<file path="src/rtl/rnta_pkg.sv">
`default_nettype none
// ---------------------------------------------------------------------------
// rnta_pkg: shared types and constants
// Types, character codes and helpers for the radix number formatter.
// ---------------------------------------------------------------------------
package rnta_pkg;

  // Digit stack: octal of a 32-bit word needs eleven digits.
  localparam int unsigned STACK_DEPTH = 11;
  localparam int unsigned DIG_W       = 4;
  localparam int unsigned CNT_W       = 4;

  // Character codes.
  localparam logic [7:0] ASCII_ZERO      = 8'd48;
  localparam logic [7:0] ASCII_ALPHA_OFS = 8'd55;
  localparam logic [7:0] ASCII_MINUS     = 8'd45;
  localparam logic [7:0] ASCII_X         = 8'd120;

  // Decimal digit extraction by reciprocal multiply: q = (m * RECIP10) >> 35.
  localparam logic [DIG_W-1:0] DEC_BASE      = 4'd10;
  localparam logic [31:0]      RECIP10       = 32'hCCCC_CCCD;
  localparam int unsigned      RECIP10_SHIFT = 35;

  // Binary mode always prints this many digits.
  localparam logic [CNT_W-1:0] BIN_DIGITS = 4'd8;

  typedef enum logic [1:0] {
    MODE_DEC = 2'd0,
    MODE_HEX = 2'd1,
    MODE_OCT = 2'd2,
    MODE_BIN = 2'd3
  } mode_t;

  typedef enum logic [1:0] {
    ST_IDLE = 2'd0,
    ST_CONV = 2'd1,
    ST_PFX  = 2'd2,
    ST_DIG  = 2'd3
  } state_t;

  // One classified number as it waits between front and back.
  typedef struct packed {
    logic [31:0] mag;
    mode_t       mode;
    logic        neg;
  } job_t;

  // Digit value to its uppercase ASCII character.
  function automatic logic [7:0] digit_to_ascii(input logic [DIG_W-1:0] d);
    logic [7:0] code;
    if (d < DEC_BASE) begin
      code = ASCII_ZERO + {4'b0000, d};
    end else begin
      code = ASCII_ALPHA_OFS + {4'b0000, d};
    end
    return code;
  endfunction

endpackage
`default_nettype wire

</file>
<file path="src/rtl/rnta_stream_if.sv">
`default_nettype none
// ---------------------------------------------------------------------------
// rnta_stream_if: channel interfaces
// Valid/ready channels for input numbers and output characters.
// ---------------------------------------------------------------------------
interface rnta_in_if;
  logic               valid;
  logic               ready;
  logic signed [31:0] value;
  logic        [1:0]  mode;

  modport source (output valid, output value, output mode, input ready);
  modport sink   (input valid, input value, input mode, output ready);
endinterface

`default_nettype wire

</file>
<file path="src/rtl/rnta_front.sv">
`default_nettype none
// ---------------------------------------------------------------------------
// rnta_front: input classification
// Accepts numbers and turns them into a magnitude, a sign and a radix mode.
// ---------------------------------------------------------------------------
module rnta_front (
  rnta_in_if.sink        in_s,
  output logic           push_valid,
  input  logic           push_ready,
  output rnta_pkg::job_t push_data
);
  import rnta_pkg::*;

  mode_t       mode_c;
  logic [31:0] raw_c;

  assign mode_c     = mode_t'(in_s.mode);
  assign raw_c      = 32'(unsigned'(in_s.value));
  assign push_valid = in_s.valid;
  assign in_s.ready = push_ready;

  // Decimal negatives print their magnitude; the most negative value wraps to
  // 2147483648, which is correct as an unsigned word. Binary keeps the low byte.
  always_comb begin
    push_data.mode = mode_c;
    push_data.neg  = 1'b0;
    push_data.mag  = raw_c;
    case (mode_c)
      MODE_DEC: begin
        push_data.neg = raw_c[31];
        push_data.mag = raw_c[31] ? (32'd0 - raw_c) : raw_c;
      end
      MODE_BIN: begin
        push_data.mag = {24'd0, raw_c[7:0]};
      end
      default: begin
        push_data.mag = raw_c;
      end
    endcase
  end

endmodule
`default_nettype wire

</file>
<file path="src/flat_wrapper.sv">
// flat-port wrapper written by rule: the top's interface ports become plain ports
module rnta_front_flat import rnta_pkg::*;
  (push_valid, push_ready, push_data, in_s_valid, in_s_value, in_s_mode, in_s_ready);
  rnta_in_if in_s_i ();
  output logic push_valid;
  input  logic push_ready;
  output rnta_pkg::job_t push_data;
  input wire logic [$bits(in_s_i.valid)-1:0] in_s_valid;
  input wire logic [$bits(in_s_i.value)-1:0] in_s_value;
  input wire logic [$bits(in_s_i.mode)-1:0] in_s_mode;
  output wire logic [$bits(in_s_i.ready)-1:0] in_s_ready;
  assign in_s_i.valid = in_s_valid;
  assign in_s_i.value = in_s_value;
  assign in_s_i.mode = in_s_mode;
  assign in_s_ready = in_s_i.ready;
  rnta_front u_core (.in_s(in_s_i), .push_valid(push_valid), .push_ready(push_ready), .push_data(push_data));
endmodule
</file>
<file path="config.mk">
export PLATFORM = sky130hd
export DESIGN_NAME = rnta_front_flat
export DESIGN_NICKNAME = d
export VERILOG_FILES = /design/src/rtl/rnta_pkg.sv /design/src/rtl/rnta_stream_if.sv /design/src/rtl/rnta_front.sv /design/src/flat_wrapper.sv
export SDC_FILE = /design/constraint.sdc
export NUM_CORES = 1
export LEC_CHECK = 0
export ABC_AREA = 1
export BUFFER_PORTS_ARGS = -buffer_cell sky130_fd_sc_hd__buf_2
export CORE_ASPECT_RATIO = 0.6
export CORE_UTILIZATION = 45
export DETAILED_ROUTE_END_ITERATION = 10
export MAX_ROUTING_LAYER = met4
export PLACE_DENSITY = 0.84
export SYNTH_ARGS = -nofsm -noshare
export SYNTH_HDL_FRONTEND = slang
export SYNTH_SLANG_ARGS = --single-unit
</file>
<file path="constraint.sdc">
create_clock -name vclk -period 2
set_input_delay 0.4 -clock vclk [all_inputs]
set_output_delay 0.4 -clock vclk [all_outputs]
set_load 0.02 [all_outputs]
</file>
==> run_results.csv <==
group,metric,value,unit
hold_path,hold_end,"push_valid",
timing,slew_headroom,0.788,
routing,dr.first_iter.drc_count,371,
synth,synthTopCellsByArea,"nor2_1 19%, nand2_1 17%, inv_1 10%, o21ai_0 9.0%, nand3_1 8.6%",
flow_run,cap_violations,0,
routing,viasPerCell,5.81,
floorplanning,coreArea,2590,um^2
routing,routed_wl,6110,um
cells_and_area,regArea,0,um^2
global_route,grt_pass1_vias,1721,
hold_path,hold_start,"in_s_valid",
setup_path,cp-start-kind,"input pin",
cells_and_area,fin_util,0.859,
clock_tree,holdBufCountCts,0,
floorplanning,die-area,3060,um^2
placement,hpwl,3740,um
setup_path,cp_slowest_cell,"nor2_4",
cells_and_area,design.seq.count,0,
cells_and_area,n_antenna_cell,0,
synth,synth_nets,307,
global_route,grt_pass1_wl,7650,um
run_status,status,"complete, but fails checks",
cells_and_area,post-route-cell-area,2230,um^2
power,leakagePower,1.12,nW
setup_path,crit_top_cell,"buf_6",
timing,hold_viol,0,
run_status,violations,"DRC, setup timing",
setup_path,critPathArrivalTime,1.70,ns
synth,syn-cell-area,1270,um^2
power,irDropWorstVdd,0.231,mV
setup_path,slowest_delay,0.19,ns
global_route,grt_max_degree,23,
timing,period_needed,2.10,ns
hold_path,hold_depth,0,
timing,rsz0062_at_grt,"true",
synth,synth_top_cell_area_share,0.194,
setup_path,path_buf_inv,4,
timing,max_freq,476,MHz
global_route,track_usage,0.323,
hold_path,hp-class,"in2out",
routing,drc,6,
routing,drt_pass1_iterations,8,
global_route,grt_antenna_before_repair,0,
synth,ys_types,28,
setup_path,worstSetupPathType,"in2out",
timing,setup_viol,18,
setup_path,critical_path.endpoint_type,"output port",
setup_path,crit_path_max_fanout,4,
setup_path,critPathTopFamily,"simple AND/OR/NAND/NOR gates",
setup_path,crit_path_cell_trace,"buf_6, inv_4, ha_4, nand2_4, nor2_4, nand2_4, buf_6, o21ai_2, nand2_1, nand2_2, nor2_2, buf_6",
cells_and_area,layout-drive-gt1-share,0.504,
cells_and_area,n_clock_buffer,0,
placement,numPortBuffers,69,
power,power,0.000712,W
placement,place.gp.congestion,1.00,
floorplanning,start_util,0.492,
synth,synth_cells,268,
cells_and_area,nets,402,
routing,wl_per_cell,15.5,um
floorplanning,die_h,43.2,um
placement,placed_area,1830,um^2
floorplanning,io_pins,73,
timing,worst_pin_slew,0.317,ns
timing,finalWorstSetupSlack,-0.101,ns
floorplanning,core.rowCount,14,
global_route,overflow,0,
setup_path,required,1.60,ns
cells_and_area,fill_cells,146,
synth,yosys_warnings,0,
routing,antenna_left,0,
synth,synth.largest_area_cell,"nor2_1",
synth,ys_seq_area_frac,0,
cells_and_area,synthToLayoutAreaGrowth,74.6,%
power,power_density,320,nW/um^2
timing,slew_viol_final,0,
floorplanning,die_width,70.7,um
timing,post-route-period-util,1.05,
synth,synth.avg_cell_area,4.76,um^2
routing,vias,2283,
[power by group]
part | leakage (nW) | total, W | internal, W | switching, W
clock network | 0 | 0 | 0 | 0
logic | 1.12 | 0.000712 | 0.000290 | 0.000422
registers | 0 | 0 | 0 | 0
[synth_stat cells (4+ instances only)]
cell     number
a21oi_1      17
o21ai_0      23
nand3_1      22
nand2_2       5
inv_1        35
buf_4         4
nand2_1      59
nand4_1       5
nor2_1       66
[worst max-delay path by stage]
stage / start / endpoint / cells after the start
after floorplan: in_s_mode[1] / push_data[10] / 6
after global placement: in_s_mode[1] / push_data[5] / 8
after detailed placement: in_s_mode[1] / push_data[5] / 8
after CTS: in_s_mode[0] / push_data[29] / 10
after global routing: in_s_value[12] / push_data[22] / 9
final: in_s_value[1] / push_data[21] / 12
[final cells by class]
cell class	instances	area (um^2)	share of cell area
well taps	32	40.0	0.0180
inverters	36	145	0.0652
multi-input cells	222	1310	0.588
repair buffers	103	732	0.329
[what timing repair did]
item | 4_1_cts | 5_1_grt
buffers inserted | 2 | 3
gates resized for setup | 56 | 58
pin swaps | 11 | 21
endpoints found under the setup margin | 30 | 27
gates cloned | 1 | 0
[through the flow]
| step | std cells | TNS [ns] | hold slack (ns) | setup slack [ns] |
|---|---|---|---|---|
| 2_1_floorplan | 268 | -0.0228 | 0.913 | -0.00760 |
| 3_3_place_gp | 387 | -2.72 | 0.800 | -0.189 |
| 3_5_place_dp | 387 | -3.78 | 0.800 | -0.236 |
| 4_1_cts | 390 | -0.187 | 0.800 | -0.0387 |
| 5_1_grt | 393 | -1.95 | 0.800 | -0.167 |
| 6_report | 393 | -0.780 | 0.800 | -0.101 |
[cell families (layout without fill, tap and decap cells)]
group,after synthesis,in the layout,synth area share
simple gates,167,167,0.566
xor+xnor,4,4,0.0275
compound gates,48,48,0.202
buf+inv,46,139,0.175
fa+ha+maj,3,3,0.0294
[per-layer routing]
metal,global-route usage,share of wire
met1,0.464,0.39
met3,0.0356,0.12
met2,0.510,0.44
met5,-,0
met4,0.0160,0.040
[layout by cell type, fill, tap and decap left out, types with 2 or more instances in the layout]
master   count
buf_2       50
nand2_1     48
nor2_1      37
buf_4       35
inv_1       29
nor2_2      26
nand3_1     17
o21ai_0     15
buf_6       15
a21oi_1     11
nand2_2     10
nand2_4      7
o21ai_1      7
nor2_4       6
a21oi_2      6
nand4_1      5
nand3_2      5
o21ai_2      5
inv_4        4
inv_2        3
nor3_1       2
xor2_1       2
ha_4         2
buf_8        2
Note: power is estimated with default switching activity, not from simulation.
