`config.mk`:
```
export PLATFORM = sky130hd
export DESIGN_NAME = rnta_queue
export DESIGN_NICKNAME = d
export VERILOG_FILES = /design/src/rtl/rnta_pkg.sv /design/src/rtl/rnta_queue.sv
export SDC_FILE = /design/constraint.sdc
export NUM_CORES = 1
export LEC_CHECK = 0
export BUFFER_PORTS_ARGS = -buffer_cell sky130_fd_sc_hd__buf_4
export CORE_MARGIN = 4
export CORE_UTILIZATION = 40
export DETAILED_ROUTE_END_ITERATION = 7
export SETUP_SLACK_MARGIN = 0.05
export SYNTH_ARGS = -nofsm -noshare
export SYNTH_HDL_FRONTEND = slang
export SYNTH_SLANG_ARGS = --single-unit
```
`constraint.sdc`:
```
create_clock -name clk -period 2.8 [get_ports clk]
set_input_delay 0.42 -clock clk [delete_from_list [all_inputs] [get_ports clk]]
set_output_delay 0.42 -clock clk [all_outputs]
set_load 0.02 [all_outputs]
```
`src/rtl/rnta_pkg.sv`:
```
`default_nettype none
// ---------------------------------------------------------------------------
// rnta_pkg: shared types and constants
// Types, character codes and helpers for the radix number formatter.
// ---------------------------------------------------------------------------
package rnta_pkg;

  // Digit stack: octal of a 32-bit word needs eleven digits.
  localparam int unsigned STACK_DEPTH = 11;
  localparam int unsigned DIG_W       = 4;
  localparam int unsigned CNT_W       = 4;

  // Character codes.
  localparam logic [7:0] ASCII_ZERO      = 8'd48;
  localparam logic [7:0] ASCII_ALPHA_OFS = 8'd55;
  localparam logic [7:0] ASCII_MINUS     = 8'd45;
  localparam logic [7:0] ASCII_X         = 8'd120;

  // Decimal digit extraction by reciprocal multiply: q = (m * RECIP10) >> 35.
  localparam logic [DIG_W-1:0] DEC_BASE      = 4'd10;
  localparam logic [31:0]      RECIP10       = 32'hCCCC_CCCD;
  localparam int unsigned      RECIP10_SHIFT = 35;

  // Binary mode always prints this many digits.
  localparam logic [CNT_W-1:0] BIN_DIGITS = 4'd8;

  typedef enum logic [1:0] {
    MODE_DEC = 2'd0,
    MODE_HEX = 2'd1,
    MODE_OCT = 2'd2,
    MODE_BIN = 2'd3
  } mode_t;

  typedef enum logic [1:0] {
    ST_IDLE = 2'd0,
    ST_CONV = 2'd1,
    ST_PFX  = 2'd2,
    ST_DIG  = 2'd3
  } state_t;

  // One classified number as it waits between front and back.
  typedef struct packed {
    logic [31:0] mag;
    mode_t       mode;
    logic        neg;
  } job_t;

  // Digit value to its uppercase ASCII character.
  function automatic logic [7:0] digit_to_ascii(input logic [DIG_W-1:0] d);
    logic [7:0] code;
    if (d < DEC_BASE) begin
      code = ASCII_ZERO + {4'b0000, d};
    end else begin
      code = ASCII_ALPHA_OFS + {4'b0000, d};
    end
    return code;
  endfunction

endpackage
`default_nettype wire

```
`src/rtl/rnta_queue.sv`:
```
`default_nettype none
// ---------------------------------------------------------------------------
// rnta_queue: two-entry job queue
// Decouples classification from the conversion engine.
// ---------------------------------------------------------------------------
module rnta_queue (
  input  logic           clk,
  input  logic           rst_n,
  input  logic           push_valid,
  output logic           push_ready,
  input  rnta_pkg::job_t push_data,
  output logic           pop_valid,
  input  logic           pop_ready,
  output rnta_pkg::job_t pop_data
);
  import rnta_pkg::*;

  job_t       mem_r [2];
  logic       wr_ptr_r, wr_ptr_nxt;
  logic       rd_ptr_r, rd_ptr_nxt;
  logic [1:0] cnt_r, cnt_nxt;
  logic       push, pop;

  assign push_ready = (cnt_r != 2'd2);
  assign pop_valid  = (cnt_r != 2'd0);
  assign pop_data   = mem_r[rd_ptr_r];
  assign push       = push_valid && push_ready;
  assign pop        = pop_valid && pop_ready;

  // Pointer and occupancy update.
  always_comb begin
    wr_ptr_nxt = push ? ~wr_ptr_r : wr_ptr_r;
    rd_ptr_nxt = pop ? ~rd_ptr_r : rd_ptr_r;
    cnt_nxt    = cnt_r + 2'(push) - 2'(pop);
  end

  always_ff @(posedge clk) begin
    if (!rst_n) begin
      wr_ptr_r <= 1'b0;
      rd_ptr_r <= 1'b0;
      cnt_r    <= 2'd0;
    end else begin
      wr_ptr_r <= wr_ptr_nxt;
      rd_ptr_r <= rd_ptr_nxt;
      cnt_r    <= cnt_nxt;
    end
  end

  // Entry storage.
  always_ff @(posedge clk) begin
    if (push) begin
      mem_r[wr_ptr_r] <= push_data;
    end
  end

  a_cnt_range: assert property (@(posedge clk) disable iff (!rst_n)
    cnt_r != 2'd3)
    else $error("queue count out of range");

  a_ptr_gap: assert property (@(posedge clk) disable iff (!rst_n)
    (cnt_r == 2'd1) |-> (wr_ptr_r != rd_ptr_r))
    else $error("queue pointers disagree with count");

  a_push_grow: assert property (@(posedge clk) disable iff (!rst_n)
    (push && !pop) |=> (cnt_r == $past(cnt_r) + 2'd1))
    else $error("queue lost a push");

endmodule
`default_nettype wire

```
==> results of run 1 <==
## power breakdown
group	switching (uW)	total [uW]	internal [uW]
clock	348	716	369
combinational	520	1070	549
sequential	83.9	1500	1410
## worst paths after layout
| check | start | endpoint | slack, ns | depth (start not counted) |
|---|---|---|---|---|
| worst min register to register | wr_ptr_r | wr_ptr_r | 0.53 | 2 |
| worst max-delay path | register | pop_data[14] | 0.66 | 3 |
| worst max register to register | cnt_r[0] | cnt_r[1] | 1.03 | 8 |
| worst min-delay path | push_data[30] | mem_r[1][30] | 0.27 | 1 |
## metrics by stage
step | hold slack (ns) | utilization (%)
floorplan | 0.4549 | -
global placement | 0.5001 | 51.33
detailed placement | 0.5308 | 51.33
CTS | 0.2540 | 53.82
global route | 0.2510 | 53.82
finish | 0.2746 | 53.82
## cells in the final DEF, fill, tap and decap left out
cell type | netlist | routed
dfxtp_1 | 5 | 4
clkbuf_1 | 0 | 3
nor2b_1 | 2 | 2
mux2_2 | 5 | 5
buf_4 | 0 | 76
and3_2 | 0 | 1
clkinv_2 | 0 | 2
clkbuf_8 | 0 | 11
mux2i_1 | 1 | 1
buf_12 | 3 | 1
o21a_2 | 1 | 1
dfxtp_2 | 0 | 1
xnor2_1 | 3 | 3
nor2_4 | 0 | 1
mux2_4 | 30 | 30
and2_1 | 2 | 2
nand2_1 | 2 | 2
nand2b_1 | 2 | 2
or2_2 | 1 | 1
edfxtp_1 | 70 | 70
inv_1 | 1 | 1
ha_1 | 2 | 2
## layer usage
| metal | routed length, um | global-route usage [%] | vias up |
|---|---|---|---|
| li1 | - | - | 677 |
| met2 | 2359 | 19.24 | 59 |
| met3 | 436 | 4.827 | 10 |
| met1 | 2095 | 13.53 | 677 |
| met5 | 0 | 0 | - |
| met4 | 94 | 6.227 | 0 |
## cell type report
type / count / area share (%)
inverters: 1 / 0.1004
repair buffers: 77 / 15.80
flip-flops and latches: 75 / 58.96
well taps: 96 / 3.214
clock buffers: 14 / 4.352
clock inverters: 2 / 0.2678
multi-input cells: 53 / 17.31
## sequential cells by signal (all words and copies together), names as in the netlist, named ones only
name and count:
cnt_r 2, rd_ptr_r 1, mem_r 70, wr_ptr_r 1
## worst max-delay path: stages, from the launching register on
cell and delay (ns):
dfxtp_2 0.64, buf_12 0.27, mux2_4 0.32, buf_4 0.16
## cell families (layout without fill, tap and decap cells)
group                      after synthesis  count (layout)  synth area share, %
DFF                                     75              75                75.54
muxes                                   36              36                17.73
and+or+nand+nor                         11              11                2.103
buffers and inverters                    5              94                2.575
xor gates and xnor gates                 3               3               0.9015
adders and majority gates                2               2               0.8582
AOI/OAI and AO/OA                        1               1               0.3005
==> results_dict.tcl, run 1 <==
set metrics [dict create \
    num_rows 30 \
    cellPowerDensity_nw_per_um2 878.1 \
    place_inst 302 \
    synthTopCellsByArea "edfxtp_1 72%, mux2_4 15%, dfxtp_1 3.4%, buf_12 2.1%, mux2_2 1.9%" \
    place_area_sq_um 3565 \
    slew_headroom_pct 43.89 \
    antenna_found_initial 0 \
    grt_pass1_wl_um 7714 \
    arrival_ns 1.72 \
    fin_skew_ns 0.003471 \
    drtIter0Drc 51 \
    leakage_uw 0.001460 \
    crit_type "reg2out" \
    synth_common_cells "70 x edfxtp_1, 30 x mux2_4, 5 x dfxtp_1, 5 x mux2_2" \
    fmax_mhz 467.9 \
    area.growth.synth_to_final_pct 28.20 \
    cap_violations 0 \
    core-area_sq_um 6944 \
    fin_ws_ns 0.6626 \
    grt_setup_unrepaired "no" \
    viasPerCell 4.475 \
    ant_nets 0 \
    finalWirelength_um 4985 \
    fin_area_sq_um 3737 \
    clock-sinks 75 \
    cts_setup_buffers 0 \
    place_ws_ns 0.9857 \
    multi_input_area_sq_um 646.9 \
    synth_nets 174 \
    final_cell_count_no_fill 318 \
    fillers 565 \
    period_needed_ns 2.137 \
    die_h_um 93.37 \
    ir_drop_uv 376.0 \
    postSynthAreaPerCell_sq_um 21.92 \
    io_pins 76 \
    layout-drive-gt1-share_pct 58.56 \
    period_share_pct 76.34 \
    synth_top_area_cell "edfxtp_1" \
    io_buffers 75 \
    grt_max_degree 36 \
    seqCellArea_sq_um 2203 \
    ys_warn_count 0 \
    synth_top_area_share_pct 72.10 \
    async_flop_share_pct 0 \
    cts_buffers 9 \
    synthDistinctLibCells 18 \
    critPathCaptureType "output port" \
    ys.flop_type "edfxtp_1" \
    clock_path_buffers 2 \
    synth-seq-cells 75 \
    firstDrtPassIters 3 \
    finalMaxSlewViolations 0 \
    outcome "finished clean" \
    worst_pin_slew_ns 0.8416 \
    cts_tree "built" \
    dieArea_sq_um 8718 \
    gr-total-overflow 0 \
    synth_edf_count 70 \
    num_antenna_cells 0 \
    syn-cell-area_sq_um 2915 \
    fin_total_pwr_uw 3282 \
    htree_levels 3 \
    clk_latency_ns 0.32 \
    clk_pin_slew_ns 0.07 \
    root_buffer "clkbuf_8" \
    start_util_pct 41.98 \
    finalHoldViolCount 0 \
    holdCritPathClass "in2reg" \
    path_max_fanout 21 \
    ys_seq_area_share_pct 75.54 \
    setup_viol 0 \
    synthesis.instances 133 \
    cts_hold_buf 0 \
    grt_pass1_vias 1622 \
    tns_ns 0 \
    route.detailed.drc 0 \
    critPathLaunchType "register" \
    layout.nets 258 \
    wire_per_inst_um 15.68 \
    die_w_um 93.37 \
    grt_usage_pct 11.92 \
    cts_resized 0 \
    required_ns 2.38 \
    vias 1423 \
    place_congestion 0.6339 \
    synth_most_common_cell "edfxtp_1" \
]
(Power assumes the default switching activity.)
==> run 2: changes to the inputs <==
ABC_AREA = 1   (was unset)
clock period = 2.14 ns   (was 2.8 ns; I/O delays follow)
==> run 2 against run 1 <==
Area after synthesis increased by 0.17%. Final cell count rose by 4.7%. Flip-flop and latch count unchanged. Clock power rose by 76%. Clock skew rose by 0.00060 ns. Wire length decreased by 2.1%.
==> results_dict.tcl, run 2 <==
set metrics [dict create \
    outcome "finished clean" \
    intPower_uw 3320 \
    hold_ws_ns 0.1707 \
    crit_type "reg2out" \
    core-area_sq_um 6944 \
    fmax_mhz 536.1 \
    synth_nets 186 \
    area.growth.synth_to_final_pct 31.19 \
    layout-drive-gt1-share_pct 56.12 \
    switching_power_uw 1287 \
    pwr-share-seq_pct 41.8 \
    hpwl_um 3386 \
    critPathCaptureType "output port" \
    cts_tree "built" \
    route.detailed.drc 0 \
    antenna_found_initial 0 \
    grt_usage_pct 11.50 \
    required_ns 1.82 \
    ys_warn_count 0 \
    final_common_cell "buf_4" \
    cap_violations 0 \
    place_ws_ns 0.5756 \
    synthesis.instances 145 \
    layout.nets 273 \
    start_util_pct 42.05 \
    synth_most_common_cell "edfxtp_1" \
    period_needed_ns 1.865 \
    cts_resized 0 \
    critPathLaunchType "register" \
    grtUsageMet1_pct 12.45 \
    synth-seq-cells 75 \
    grt_max_degree 32 \
    leakage_uw 0.001538 \
    period_share_pct 87.17 \
    num_rows 30 \
    clock_path_buffers 2 \
    vias 1490 \
    die_w_um 93.45 \
    synth_top_area_cell "edfxtp_1" \
    tns_ns 0 \
    swShare_pct 27.94 \
    finalWirelength_um 4878 \
    die_h_um 93.45 \
    grt_setup_unrepaired "no" \
    use_met3_pct 4.264 \
    fin_area_sq_um 3831 \
    gr-total-overflow 0 \
    finalHoldViolCount 0 \
    grt_pass1_vias 1507 \
    num_antenna_cells 0 \
    async_flop_share_pct 0 \
    wire_per_inst_um 14.65 \
    largest-register "mem_r" \
    arrival_ns 1.54 \
    dieArea_sq_um 8732 \
    top_regs "mem_r: 70 flops, cnt_r: 2 flops" \
    synthDistinctLibCells 12 \
    ys.flop_type "edfxtp_1" \
    fin_ws_ns 0.2745 \
    cts_hold_buf 0 \
    grt_pass1_wl_um 7272 \
    cts_buffers 9 \
    syn-cell-area_sq_um 2920 \
    place_area_sq_um 3591 \
    firstDrtPassIters 4 \
    ys_seq_area_share_pct 75.41 \
    clk_latency_ns 0.33 \
    viasPerCell 4.474 \
    place_congestion 0.7772 \
    finalMaxSlewViolations 0 \
    ir_drop_uv 598.6 \
    setup_viol 0 \
    clock-sinks 75 \
    holdCritPathClass "in2reg" \
    reg2reg_slack_ns 0.58 \
    postSynthAreaPerCell_sq_um 20.14 \
    final_cell_mix "79 x buf_4, 70 x edfxtp_1, 30 x mux2_4" \
    cellPowerDensity_nw_per_um2 1203 \
    p_clk_share_pct 27.4 \
    htree_levels 3 \
    slew_headroom_pct 74.73 \
    top_usage_layer "met2" \
    ant_nets 0 \
    io_buffers 75 \
    synth_top_area_share_pct 71.98 \
    synthTopCellsByArea "edfxtp_1 72%, mux2_4 15%, dfxtp_1 3.4%, buf_12 2.1%, mux2_2 1.9%" \
    drtIter0Drc 64 \
    path_max_fanout 21 \
    fin_skew_ns 0.004071 \
    root_buffer "clkbuf_8" \
    largest_register_ffs 70 \
    final_core_util_pct 55.17 \
    clk_pin_slew_ns 0.08 \
    power_frac_comb_pct 30.8 \
    io_pins 76 \
    synth_edf_count 70 \
    worst_pin_slew_ns 0.3790 \
    synth_common_cells "70 x edfxtp_1, 30 x mux2_4, 9 x nand2_1" \
    cts_setup_buffers 0 \
    grtUsageMet2_pct 19.59 \
]
## run 2: cell count changes in the layout (fill, tap and decap cells not counted), moves of 2 or more
cell,delta
bufinv_16,+3
nor2b_1,-2
nand2_1,+7
nand3_1,+3
and2_1,-2
a21oi_1,+2
xnor2_1,-3
nor2_1,+7
clkbuf_8,-2
nand2b_1,-2
inv_1,+6
clkbuf_1,-3
buf_4,+3
## run 2: area by class of cell
type                            instances  area (sq um)
Clock buffer                            9         123.9
Clock inverter                          7         116.4
Fill cell                             587          3113
Inverter                                7         26.28
Multi-Input combinational cell         59         628.1
Sequential cell                        75          2203
Tap cell                               96         120.1
Timing Repair Buffer                   80         613.1
## run 2: final timing paths
| check | startpoint | endpoint | cells after the start |
|---|---|---|---|
| hold reg to reg | rd_ptr_r | rd_ptr_r | 2 |
| setup / recovery | register | pop_data[0] | 3 |
| hold / removal | push_data[12] | mem_r[1][12] | 1 |
| setup reg to reg | cnt_r[0] | cnt_r[1] | 10 |
## run 2: worst max-delay path, stage by stage, from the launching register on
cell and delay (ns):
dfxtp_2 0.33, buf_4 0.35, mux2_2 0.38, buf_4 0.16
## run 2: layer usage
layer	wire, um	vias up
met4	63	0
met3	256	6
met5	0	-
met1	2000	724
met2	2559	41
li1	-	719
## run 2: stage by stage
stage | cells | power (uW)
2_1_floorplan | 145 | 2933
3_3_place_gp | 317 | 3390
3_5_place_dp | 317 | 3406
4_1_cts | 333 | 4679
5_1_grt | 333 | 4843
6_report | 333 | 4607
## run 2: cell families after synthesis
group | after synthesis | share of synthesized area [%]
adder cells (fa/ha/maj) | 2 | 0.8568
AO/OA/AOI/OAI | 2 | 0.3428
AND/OR/NAND/NOR | 20 | 2.699
flip-flops | 75 | 75.41
multiplexers | 35 | 17.35
buffers and inverters | 11 | 3.342
## run 2: power by group through the flow
stage          logic, uW  clock network, uW  registers (uW)
5_1_grt             1520               1380            1950
3_3_place_gp        1440                  0            1950
2_1_floorplan        992                  0            1940
4_1_cts             1450               1300            1930
6_report            1420               1260            1920
3_5_place_dp        1450                  0            1960
